### src/hw/rtl/hsv2rgb_pkg.sv
// Package for the HSV to RGB pixel converter: widths, reciprocal constants,
// hue sector type and the hue split function.
// No dependencies.
package hsv2rgb_pkg;

   // field widths
   localparam int HUE_W   = 9;
   localparam int CH_W    = 8;
   localparam int FRAC_W  = 6;
   localparam int PROD_W  = 14;   // s*f and s*(60-f), at most 15300
   localparam int PNUM_W  = 16;   // v*(255-s)
   localparam int QNUM_W  = 22;   // v*(15300-x)

   // angle and level constants
   localparam logic [HUE_W-1:0]  HUE_FULL   = 9'd360;
   localparam logic [HUE_W-1:0]  HUE_SECTOR = 9'd60;
   localparam logic [FRAC_W-1:0] FRAC_FULL  = 6'd60;
   localparam logic [CH_W-1:0]   CH_MAX     = 8'd255;
   localparam logic [PROD_W-1:0] QT_DEN     = 14'd15300;

   // floor(x/255) = (x*P_RECIP) >> P_SHIFT, exact for x < 2^16
   localparam int               P_RECIP_W = 17;
   localparam logic [16:0]      P_RECIP   = 17'd65794;
   localparam int               P_SHIFT   = 24;
   localparam int               PPROD_W   = PNUM_W + P_RECIP_W;

   // floor(x/15300) = (x*QT_RECIP) >> QT_SHIFT, exact for x < 2^22
   localparam int               QT_RECIP_W = 23;
   localparam logic [22:0]      QT_RECIP   = 23'd4491470;
   localparam int               QT_SHIFT   = 36;
   localparam int               QPROD_W    = QNUM_W + QT_RECIP_W;

   // sixty-degree hue sectors
   typedef enum logic [2:0] {
      SEC_RED_YELLOW,
      SEC_YELLOW_GREEN,
      SEC_GREEN_CYAN,
      SEC_CYAN_BLUE,
      SEC_BLUE_MAGENTA,
      SEC_MAGENTA_RED
   } sector_type;

   typedef struct packed {
      sector_type        sector;
      logic [FRAC_W-1:0] frac;
   } hue_split_type;

   // Wrap the hue once into 0..359, then find its sector and the remainder
   // inside the sector with parallel compares.
   function automatic hue_split_type hue_split(input logic [HUE_W-1:0] hue);
      logic [HUE_W-1:0] h;
      logic [HUE_W-1:0] base;
      hue_split_type    res;
      h = (hue >= HUE_FULL) ? hue - HUE_FULL : hue;
      if (h >= 9'd300) begin
         res.sector = SEC_MAGENTA_RED;
         base = 9'd300;
      end else if (h >= 9'd240) begin
         res.sector = SEC_BLUE_MAGENTA;
         base = 9'd240;
      end else if (h >= 9'd180) begin
         res.sector = SEC_CYAN_BLUE;
         base = 9'd180;
      end else if (h >= 9'd120) begin
         res.sector = SEC_GREEN_CYAN;
         base = 9'd120;
      end else if (h >= HUE_SECTOR) begin
         res.sector = SEC_YELLOW_GREEN;
         base = HUE_SECTOR;
      end else begin
         res.sector = SEC_RED_YELLOW;
         base = 9'd0;
      end
      res.frac = FRAC_W'(h - base);
      return res;
   endfunction

endpackage

### src/hw/rtl/hsv2rgb_if.sv
// Valid/ready channel interfaces for HSV pixels in and RGB pixels out.
// Depends on hsv2rgb_pkg for field widths.
interface hsv2rgb_hsv_if
   import hsv2rgb_pkg::*;
   ();
   logic              valid;
   logic              ready;
   logic [HUE_W-1:0]  hue;
   logic [CH_W-1:0]   saturation;
   logic [CH_W-1:0]   brightness;

   modport source (output valid, hue, saturation, brightness, input ready);
   modport sink   (input valid, hue, saturation, brightness, output ready);
endinterface

interface hsv2rgb_rgb_if
   import hsv2rgb_pkg::*;
   ();
   logic            valid;
   logic            ready;
   logic [CH_W-1:0] red;
   logic [CH_W-1:0] green;
   logic [CH_W-1:0] blue;

   modport source (output valid, red, green, blue, input ready);
   modport sink   (input valid, red, green, blue, output ready);
endinterface

### src/hw/rtl/hsv_to_rgb_converter.sv
// HSV to RGB pixel converter, five-stage pipeline.
// Depends on hsv2rgb_pkg and the channel interfaces in hsv2rgb_if.sv.
//
//   channel    dir   fields                          transfer
//   req_chan   in    hue, saturation, brightness     valid && ready
//   rsp_chan   out   red, green, blue                valid && ready
//
// One pixel per clock while rsp_chan.ready is held high; each pixel passes
// from transfer to result through the stage chain hue split, first products,
// numerators and p, q and t by reciprocal multiply, sector mux.
// Reset is synchronous, active high, and clears the stage valid bits only.
// A stalled result holds in the output register; each stage keeps its item
// until the next stage takes it, and empty stages fill under a stall.
module hsv_to_rgb_converter
   import hsv2rgb_pkg::*;
(
   input  logic                 clock,
   input  logic                 reset,
   hsv2rgb_hsv_if.sink          req_chan,
   hsv2rgb_rgb_if.source        rsp_chan
);

   // stage valid bits and advance enables, index 0 is stage 1
   logic [4:0] vld_ff, vld_in;
   logic [4:0] adv;

   // stage 1: hue split
   hue_split_type     split1_in;
   sector_type        sec1_ff;
   logic [FRAC_W-1:0] frac1_ff;
   logic [CH_W-1:0]   sat1_ff, val1_ff;

   // stage 2: first products
   logic [PROD_W-1:0] sf2_in, sg2_in, sf2_ff, sg2_ff;
   logic [PNUM_W-1:0] pn2_in, pn2_ff;
   sector_type        sec2_ff;
   logic [CH_W-1:0]   val2_ff;

   // stage 3: numerators and p
   logic [QNUM_W-1:0]  qn3_in, tn3_in, qn3_ff, tn3_ff;
   logic [PPROD_W-1:0] pprod;
   logic [CH_W-1:0]    p3_in, p3_ff;
   sector_type         sec3_ff;
   logic [CH_W-1:0]    val3_ff;

   // stage 4: q and t
   logic [QPROD_W-1:0] qprod, tprod;
   logic [CH_W-1:0]    q4_in, t4_in, q4_ff, t4_ff, p4_ff, val4_ff;
   sector_type         sec4_ff;

   // stage 5: output register
   logic [CH_W-1:0] red_in, green_in, blue_in;
   logic [CH_W-1:0] red_ff, green_ff, blue_ff, val5_ff;

   // advance chain, from the output back
   always_comb begin
      adv[4] = !vld_ff[4] || rsp_chan.ready;
      adv[3] = !vld_ff[3] || adv[4];
      adv[2] = !vld_ff[2] || adv[3];
      adv[1] = !vld_ff[1] || adv[2];
      adv[0] = !vld_ff[0] || adv[1];
   end

   assign req_chan.ready = adv[0];

   // valid bits move with the data
   always_comb begin
      vld_in[0] = adv[0] ? req_chan.valid : vld_ff[0];
      vld_in[1] = adv[1] ? vld_ff[0] : vld_ff[1];
      vld_in[2] = adv[2] ? vld_ff[1] : vld_ff[2];
      vld_in[3] = adv[3] ? vld_ff[2] : vld_ff[3];
      vld_in[4] = adv[4] ? vld_ff[3] : vld_ff[4];
   end

   always_ff @(posedge clock) begin
      if (reset) begin
         vld_ff <= '0;
      end else begin
         vld_ff <= vld_in;
      end
   end

   // stage 1: wrap hue, sector and fraction
   assign split1_in = hue_split(req_chan.hue);

   always_ff @(posedge clock) begin
      if (adv[0]) begin
         sec1_ff  <= split1_in.sector;
         frac1_ff <= split1_in.frac;
         sat1_ff  <= req_chan.saturation;
         val1_ff  <= req_chan.brightness;
      end
   end

   // stage 2: s*f, s*(60-f), v*(255-s)
   always_comb begin
      sf2_in = PROD_W'(sat1_ff) * PROD_W'(frac1_ff);
      sg2_in = PROD_W'(sat1_ff) * PROD_W'(FRAC_FULL - frac1_ff);
      pn2_in = PNUM_W'(val1_ff) * PNUM_W'(CH_MAX - sat1_ff);
   end

   always_ff @(posedge clock) begin
      if (adv[1]) begin
         sf2_ff  <= sf2_in;
         sg2_ff  <= sg2_in;
         pn2_ff  <= pn2_in;
         sec2_ff <= sec1_ff;
         val2_ff <= val1_ff;
      end
   end

   // stage 3: q and t numerators, p by reciprocal of 255
   always_comb begin
      qn3_in = QNUM_W'(val2_ff) * QNUM_W'(QT_DEN - sf2_ff);
      tn3_in = QNUM_W'(val2_ff) * QNUM_W'(QT_DEN - sg2_ff);
      pprod  = PPROD_W'(pn2_ff) * PPROD_W'(P_RECIP);
      p3_in  = pprod[P_SHIFT +: CH_W];
   end

   always_ff @(posedge clock) begin
      if (adv[2]) begin
         qn3_ff  <= qn3_in;
         tn3_ff  <= tn3_in;
         p3_ff   <= p3_in;
         sec3_ff <= sec2_ff;
         val3_ff <= val2_ff;
      end
   end

   // stage 4: q and t by reciprocal of 15300
   always_comb begin
      qprod = QPROD_W'(qn3_ff) * QPROD_W'(QT_RECIP);
      tprod = QPROD_W'(tn3_ff) * QPROD_W'(QT_RECIP);
      q4_in = qprod[QT_SHIFT +: CH_W];
      t4_in = tprod[QT_SHIFT +: CH_W];
   end

   always_ff @(posedge clock) begin
      if (adv[3]) begin
         q4_ff   <= q4_in;
         t4_ff   <= t4_in;
         p4_ff   <= p3_ff;
         sec4_ff <= sec3_ff;
         val4_ff <= val3_ff;
      end
   end

   // stage 5: place v, p, q, t on the channels by sector
   always_comb begin
      case (sec4_ff)
         SEC_RED_YELLOW: begin
            red_in = val4_ff; green_in = t4_ff;   blue_in = p4_ff;
         end
         SEC_YELLOW_GREEN: begin
            red_in = q4_ff;   green_in = val4_ff; blue_in = p4_ff;
         end
         SEC_GREEN_CYAN: begin
            red_in = p4_ff;   green_in = val4_ff; blue_in = t4_ff;
         end
         SEC_CYAN_BLUE: begin
            red_in = p4_ff;   green_in = q4_ff;   blue_in = val4_ff;
         end
         SEC_BLUE_MAGENTA: begin
            red_in = t4_ff;   green_in = p4_ff;   blue_in = val4_ff;
         end
         default: begin
            red_in = val4_ff; green_in = p4_ff;   blue_in = q4_ff;
         end
      endcase
   end

   always_ff @(posedge clock) begin
      if (adv[4]) begin
         red_ff   <= red_in;
         green_ff <= green_in;
         blue_ff  <= blue_in;
         val5_ff  <= val4_ff;
      end
   end

   assign rsp_chan.valid = vld_ff[4];
   assign rsp_chan.red   = red_ff;
   assign rsp_chan.green = green_ff;
   assign rsp_chan.blue  = blue_ff;

   // checks
   a_req_enters: assert property (@(posedge clock) disable iff (reset)
      req_chan.valid && req_chan.ready |=> vld_ff[0])
      else $error("accepted pixel did not reach stage 1");

   a_frac_range: assert property (@(posedge clock) disable iff (reset)
      vld_ff[0] |-> frac1_ff < FRAC_FULL)
      else $error("hue fraction out of sector");

   a_max_is_value: assert property (@(posedge clock) disable iff (reset)
      rsp_chan.valid |-> (red_ff == val5_ff || green_ff == val5_ff ||
                          blue_ff == val5_ff))
      else $error("no channel carries the brightness");

   a_below_value: assert property (@(posedge clock) disable iff (reset)
      rsp_chan.valid |-> (red_ff <= val5_ff && green_ff <= val5_ff &&
                          blue_ff <= val5_ff))
      else $error("channel above brightness");

endmodule
### src/flat_wrapper.sv
// flat-port wrapper written by rule: the top's interface ports become plain ports
module hsv_to_rgb_converter_flat import hsv2rgb_pkg::*;
  (clock, reset, req_chan_valid, req_chan_hue, req_chan_saturation, req_chan_brightness, req_chan_ready, rsp_chan_valid, rsp_chan_red, rsp_chan_green, rsp_chan_blue, rsp_chan_ready);
  hsv2rgb_hsv_if req_chan_i ();
  hsv2rgb_rgb_if rsp_chan_i ();
  input  logic clock;
  input  logic reset;
  input wire logic [$bits(req_chan_i.valid)-1:0] req_chan_valid;
  input wire logic [$bits(req_chan_i.hue)-1:0] req_chan_hue;
  input wire logic [$bits(req_chan_i.saturation)-1:0] req_chan_saturation;
  input wire logic [$bits(req_chan_i.brightness)-1:0] req_chan_brightness;
  output wire logic [$bits(req_chan_i.ready)-1:0] req_chan_ready;
  output wire logic [$bits(rsp_chan_i.valid)-1:0] rsp_chan_valid;
  output wire logic [$bits(rsp_chan_i.red)-1:0] rsp_chan_red;
  output wire logic [$bits(rsp_chan_i.green)-1:0] rsp_chan_green;
  output wire logic [$bits(rsp_chan_i.blue)-1:0] rsp_chan_blue;
  input wire logic [$bits(rsp_chan_i.ready)-1:0] rsp_chan_ready;
  assign req_chan_i.valid = req_chan_valid;
  assign req_chan_i.hue = req_chan_hue;
  assign req_chan_i.saturation = req_chan_saturation;
  assign req_chan_i.brightness = req_chan_brightness;
  assign req_chan_ready = req_chan_i.ready;
  assign rsp_chan_valid = rsp_chan_i.valid;
  assign rsp_chan_red = rsp_chan_i.red;
  assign rsp_chan_green = rsp_chan_i.green;
  assign rsp_chan_blue = rsp_chan_i.blue;
  assign rsp_chan_i.ready = rsp_chan_ready;
  hsv_to_rgb_converter u_core (.clock(clock), .reset(reset), .req_chan(req_chan_i), .rsp_chan(rsp_chan_i));
endmodule
### config.mk
export PLATFORM = sky130hd
export DESIGN_NAME = hsv_to_rgb_converter_flat
export DESIGN_NICKNAME = d
export VERILOG_FILES = /design/src/hw/rtl/hsv2rgb_pkg.sv /design/src/hw/rtl/hsv2rgb_if.sv /design/src/hw/rtl/hsv_to_rgb_converter.sv /design/src/flat_wrapper.sv
export SDC_FILE = /design/constraint.sdc
export NUM_CORES = 2
export LEC_CHECK = 0
export ABC_AREA = 0
export BUFFER_PORTS_ARGS = -buffer_cell sky130_fd_sc_hd__buf_2
export CAP_MARGIN = 10
export CORE_MARGIN = 1.5
export CORE_UTILIZATION = 45
export DETAILED_ROUTE_END_ITERATION = 12
export PLACE_DENSITY_LB_ADDON = 0.12
export SLEW_MARGIN = 20
export SYNTH_ARGS = -nofsm -noshare
export SYNTH_HDL_FRONTEND = slang
export SYNTH_SLANG_ARGS = --single-unit
export TNS_END_PERCENT = 1
### constraint.sdc
create_clock -name clock -period 15.6 [get_ports clock]
set_clock_uncertainty 0.15 [all_clocks]
set_input_delay 3.12 -clock clock [delete_from_list [all_inputs] [get_ports clock]]
set_output_delay 3.12 -clock clock [all_outputs]
set_load 0.02 [all_outputs]
==> summary.txt <==
Die H - 282 um
Final GP Congestion - 0.882
filler cell count - 7032
clk slew on worst S/H paths - 60 ps
Starting Density - 0.457
Max-Cap Viols - 0
WL per Instance - 16.1 um
number of cell rows - 101
YS warnings - 0
Tcrit/Tclk final - 0.490
post-CTS resize count - 0
worst-margin pin slew - 928 ps
most frequent CP cell - buf_2
RSZ-0062 raised after global routing - no
status - finished clean
Placed Cells - 4431
# hold bufs at CTS - 0
startpoint types - primary input
Max Slew Vio Count - 0
hold path cells - 0
crit path max-delay cell type - and3_1
crit-path max cell delay - 320 ps
max_slew headroom - 0.379
Register Area - 6110 um^2
antenna violations before repair - 1
vias in the first global route - 24880
Clock Path Buffers - 3
Crit Reg-Reg Endpoint - u_core.q4_ff[7]$_DFFE_PP_
CP Max Fanout - 27
number of synthesized flops with an enable pin - 200
post-synth cell types - 72
DRT antenna net count - 0
reg2reg setup slack - 8860 ps
TNS Setup - 0 ps
Seq cells post-synth - 205
worst path cell trace - buf_2 -> nor2b_1 -> and3_1 -> nand3_1 -> buf_4 -> buf_2
Via density - 5.07
dpl cell area - 36400 um^2
area grow syn2layout - 6.60%
# IOs - 55
CTS root buf - clkbuf_16
WP data required - 12330 ps
# nets final - 4596
CP Data Arrival Time - 4380 ps
Mapped Area - 34900 um^2
core area - 76500 um^2
min-delay src - u_core.val3_ff[2]$_DFFE_PP_
Max Clk Rate - 131 MHz
clock sinks - 205
R2R depth - 20
share of layout cells above drive strength 1 - 0.0441
Ant. Diodes - 0
TritonCTS Buffers - 25
I/O Buffers - 54
1st-pass router iterations - 6
die area - 79300 um^2
Cells after Synth - 3394
clk_lat worst skew - 560 ps
routed vias - 22710
launch point of the critical path - rsp_chan_ready
Primary FF master, synth - edfxtp_1
Layout Cell Area excl Fill - 37200 um^2
endpoints failing hold - 0
die span in x - 282 um
post-route non-filler standard cell count - 4477
endpoints failing setup - 0
critical path class - primary input to primary output
first-pass GRT wire length - 122000 um
Setup Buffers After CTS - 0
Routed WL - 72000 um
Net Count, Synth - 4562
Endpoint, Worst Hold - u_core.val4_ff[2]$_DFFE_PP_
CTS tree - yes
Post-synth ARST share - 0
H-tree lvl count - 1
GR Util All Layers - 0.189
WP buf/inv - 3
grt ovf - 0
r2r startpoint - u_core.qn3_ff[14]$_DFFE_PP_
sequential element share of the synthesized area - 0.175
CP endpoint kind - primary output
DP HPWL - 60000 um
CP top delay family - simple AND/OR/NAND/NOR gates
drt drc - 0
multi-input logic area - 25600 um^2
First DRT Iteration DRCs - 894
Final Critical Period - 7650 ps
largest net degree at the start of global routing - 55
Worst Hold Class - register to register
Synth Area per Inst - 10.3 um^2
synth_stat cells (4+ instances only):
| library cell | instances | area (um^2) |
|---|---|---|
| o211ai_1 | 9 | 67.6 |
| mux2i_1 | 24 | 240 |
| ha_1 | 620 | 7760 |
| xnor2_1 | 94 | 823 |
| a211o_1 | 4 | 35.0 |
| buf_1 | 5 | 18.8 |
| a21o_1 | 28 | 210 |
| o21ai_0 | 53 | 265 |
| a21oi_1 | 104 | 521 |
| nor3b_1 | 4 | 30.0 |
| a2111oi_0 | 6 | 52.6 |
| nand2b_1 | 53 | 332 |
| nand3_1 | 31 | 155 |
| or4_1 | 5 | 37.5 |
| xor2_1 | 38 | 333 |
| inv_1 | 789 | 2960 |
| a211oi_1 | 30 | 225 |
| edfxtp_1 | 200 | 6010 |
| nor3_1 | 23 | 115 |
| and3_1 | 14 | 87.6 |
| or3_1 | 11 | 68.8 |
| o31ai_1 | 4 | 30.0 |
| dfxtp_1 | 5 | 100 |
| nor2b_1 | 90 | 563 |
| and2_1 | 171 | 1070 |
| clkbuf_1 | 57 | 214 |
| a21boi_0 | 6 | 45.0 |
| mux2_2 | 21 | 236 |
| o22ai_1 | 13 | 81.3 |
| nor2_1 | 84 | 315 |
| nand4_1 | 12 | 75.1 |
| nand2_1 | 165 | 619 |
| o21ai_1 | 4 | 20.0 |
| o2111ai_1 | 6 | 52.6 |
| fa_1 | 519 | 10400 |
| a31oi_1 | 11 | 68.8 |
| o21a_1 | 15 | 113 |
| o21bai_1 | 13 | 97.6 |
flip-flops by register name, indices dropped and copies added (netlist names), 13 cells and up:
signal / count
u_core.tn3_ff: 22
u_core.qn3_ff: 21
u_core.pn2_ff: 16
u_core.sg2_ff: 14
u_core.sf2_ff: 13
worst max-delay path by stage:
stage,endpoint,slack (ps),cells after the start
6_report,req_chan_ready,7950,6
5_1_grt,req_chan_ready,7790,6
4_1_cts,req_chan_ready,7930,6
3_5_place_dp,req_chan_ready,7940,6
3_3_place_gp,req_chan_ready,7920,6
2_1_floorplan,req_chan_ready,7980,3
metal layers:
layer	share of wire	vias up	track usage
li1	-	10969	-
met1	0.46	11427	0.249
met2	0.49	231	0.335
met3	0.022	81	0.0156
met4	0.024	2	0.0492
met5	0.00017	-	0
final cells by class:
class | count | area share
clock inverters | 13 | 0.00430
well taps | 1030 | 0.0346
clock buffers | 33 | 0.0189
flip-flops and latches | 205 | 0.164
multi-input cells | 2337 | 0.688
repair buffers | 69 | 0.0103
inverters | 790 | 0.0796
layout by cell type (no fill, tap or decap), drive strengths merged, types with 5 or more instances in the layout:
cell type | Yosys | final
nor2b | 90 | 90
mux2 | 22 | 22
clkbuf | 57 | 33
o22ai | 13 | 13
and2 | 171 | 171
o211ai | 9 | 9
fa | 519 | 519
xor2 | 38 | 38
o2111ai | 6 | 6
or4 | 5 | 5
o31ai | 5 | 5
o21bai | 13 | 13
xnor2 | 95 | 95
a21o | 28 | 28
mux2i | 24 | 24
o21a | 15 | 15
a2111oi | 6 | 6
edfxtp | 200 | 200
nand4 | 12 | 12
a21oi | 106 | 106
o21ai | 58 | 58
ha | 620 | 620
nor2 | 85 | 85
buf | 5 | 69
nand3 | 31 | 31
nand2b | 53 | 53
clkinvlp | 0 | 5
a31oi | 11 | 11
or3 | 11 | 11
nor3 | 24 | 24
a211oi | 30 | 30
dfxtp | 5 | 5
nand2 | 165 | 165
a21boi | 7 | 7
inv | 790 | 794
and3 | 14 | 14
per-stage QoR:
step | hold slack [ps] | utilization | setup WS (ps)
floorplan | 250 | - | 7980
global placement | 253 | 0.476 | 7920
detailed placement | 255 | 0.476 | 7940
CTS | 260 | 0.487 | 7930
global route | 264 | 0.487 | 7790
finish | 261 | 0.487 | 7950
kinds of logic (layout without fill, tap and decap cells):
| group | count (synthesis) | in the layout | share of synthesized area |
|---|---|---|---|
| AOI/OAI and AO/OA | 338 | 338 | 0.0629 |
| DFF | 205 | 205 | 0.175 |
| and+or+nand+nor | 680 | 680 | 0.103 |
| buffers and inverters | 852 | 905 | 0.0915 |
| adders and majority gates | 1140 | 1140 | 0.520 |
| muxes | 46 | 46 | 0.0141 |
| xor gates and xnor gates | 133 | 133 | 0.0336 |
Power is not shown: default switching activity piles up to over one toggle a cycle in this logic, so the estimate is an artifact.
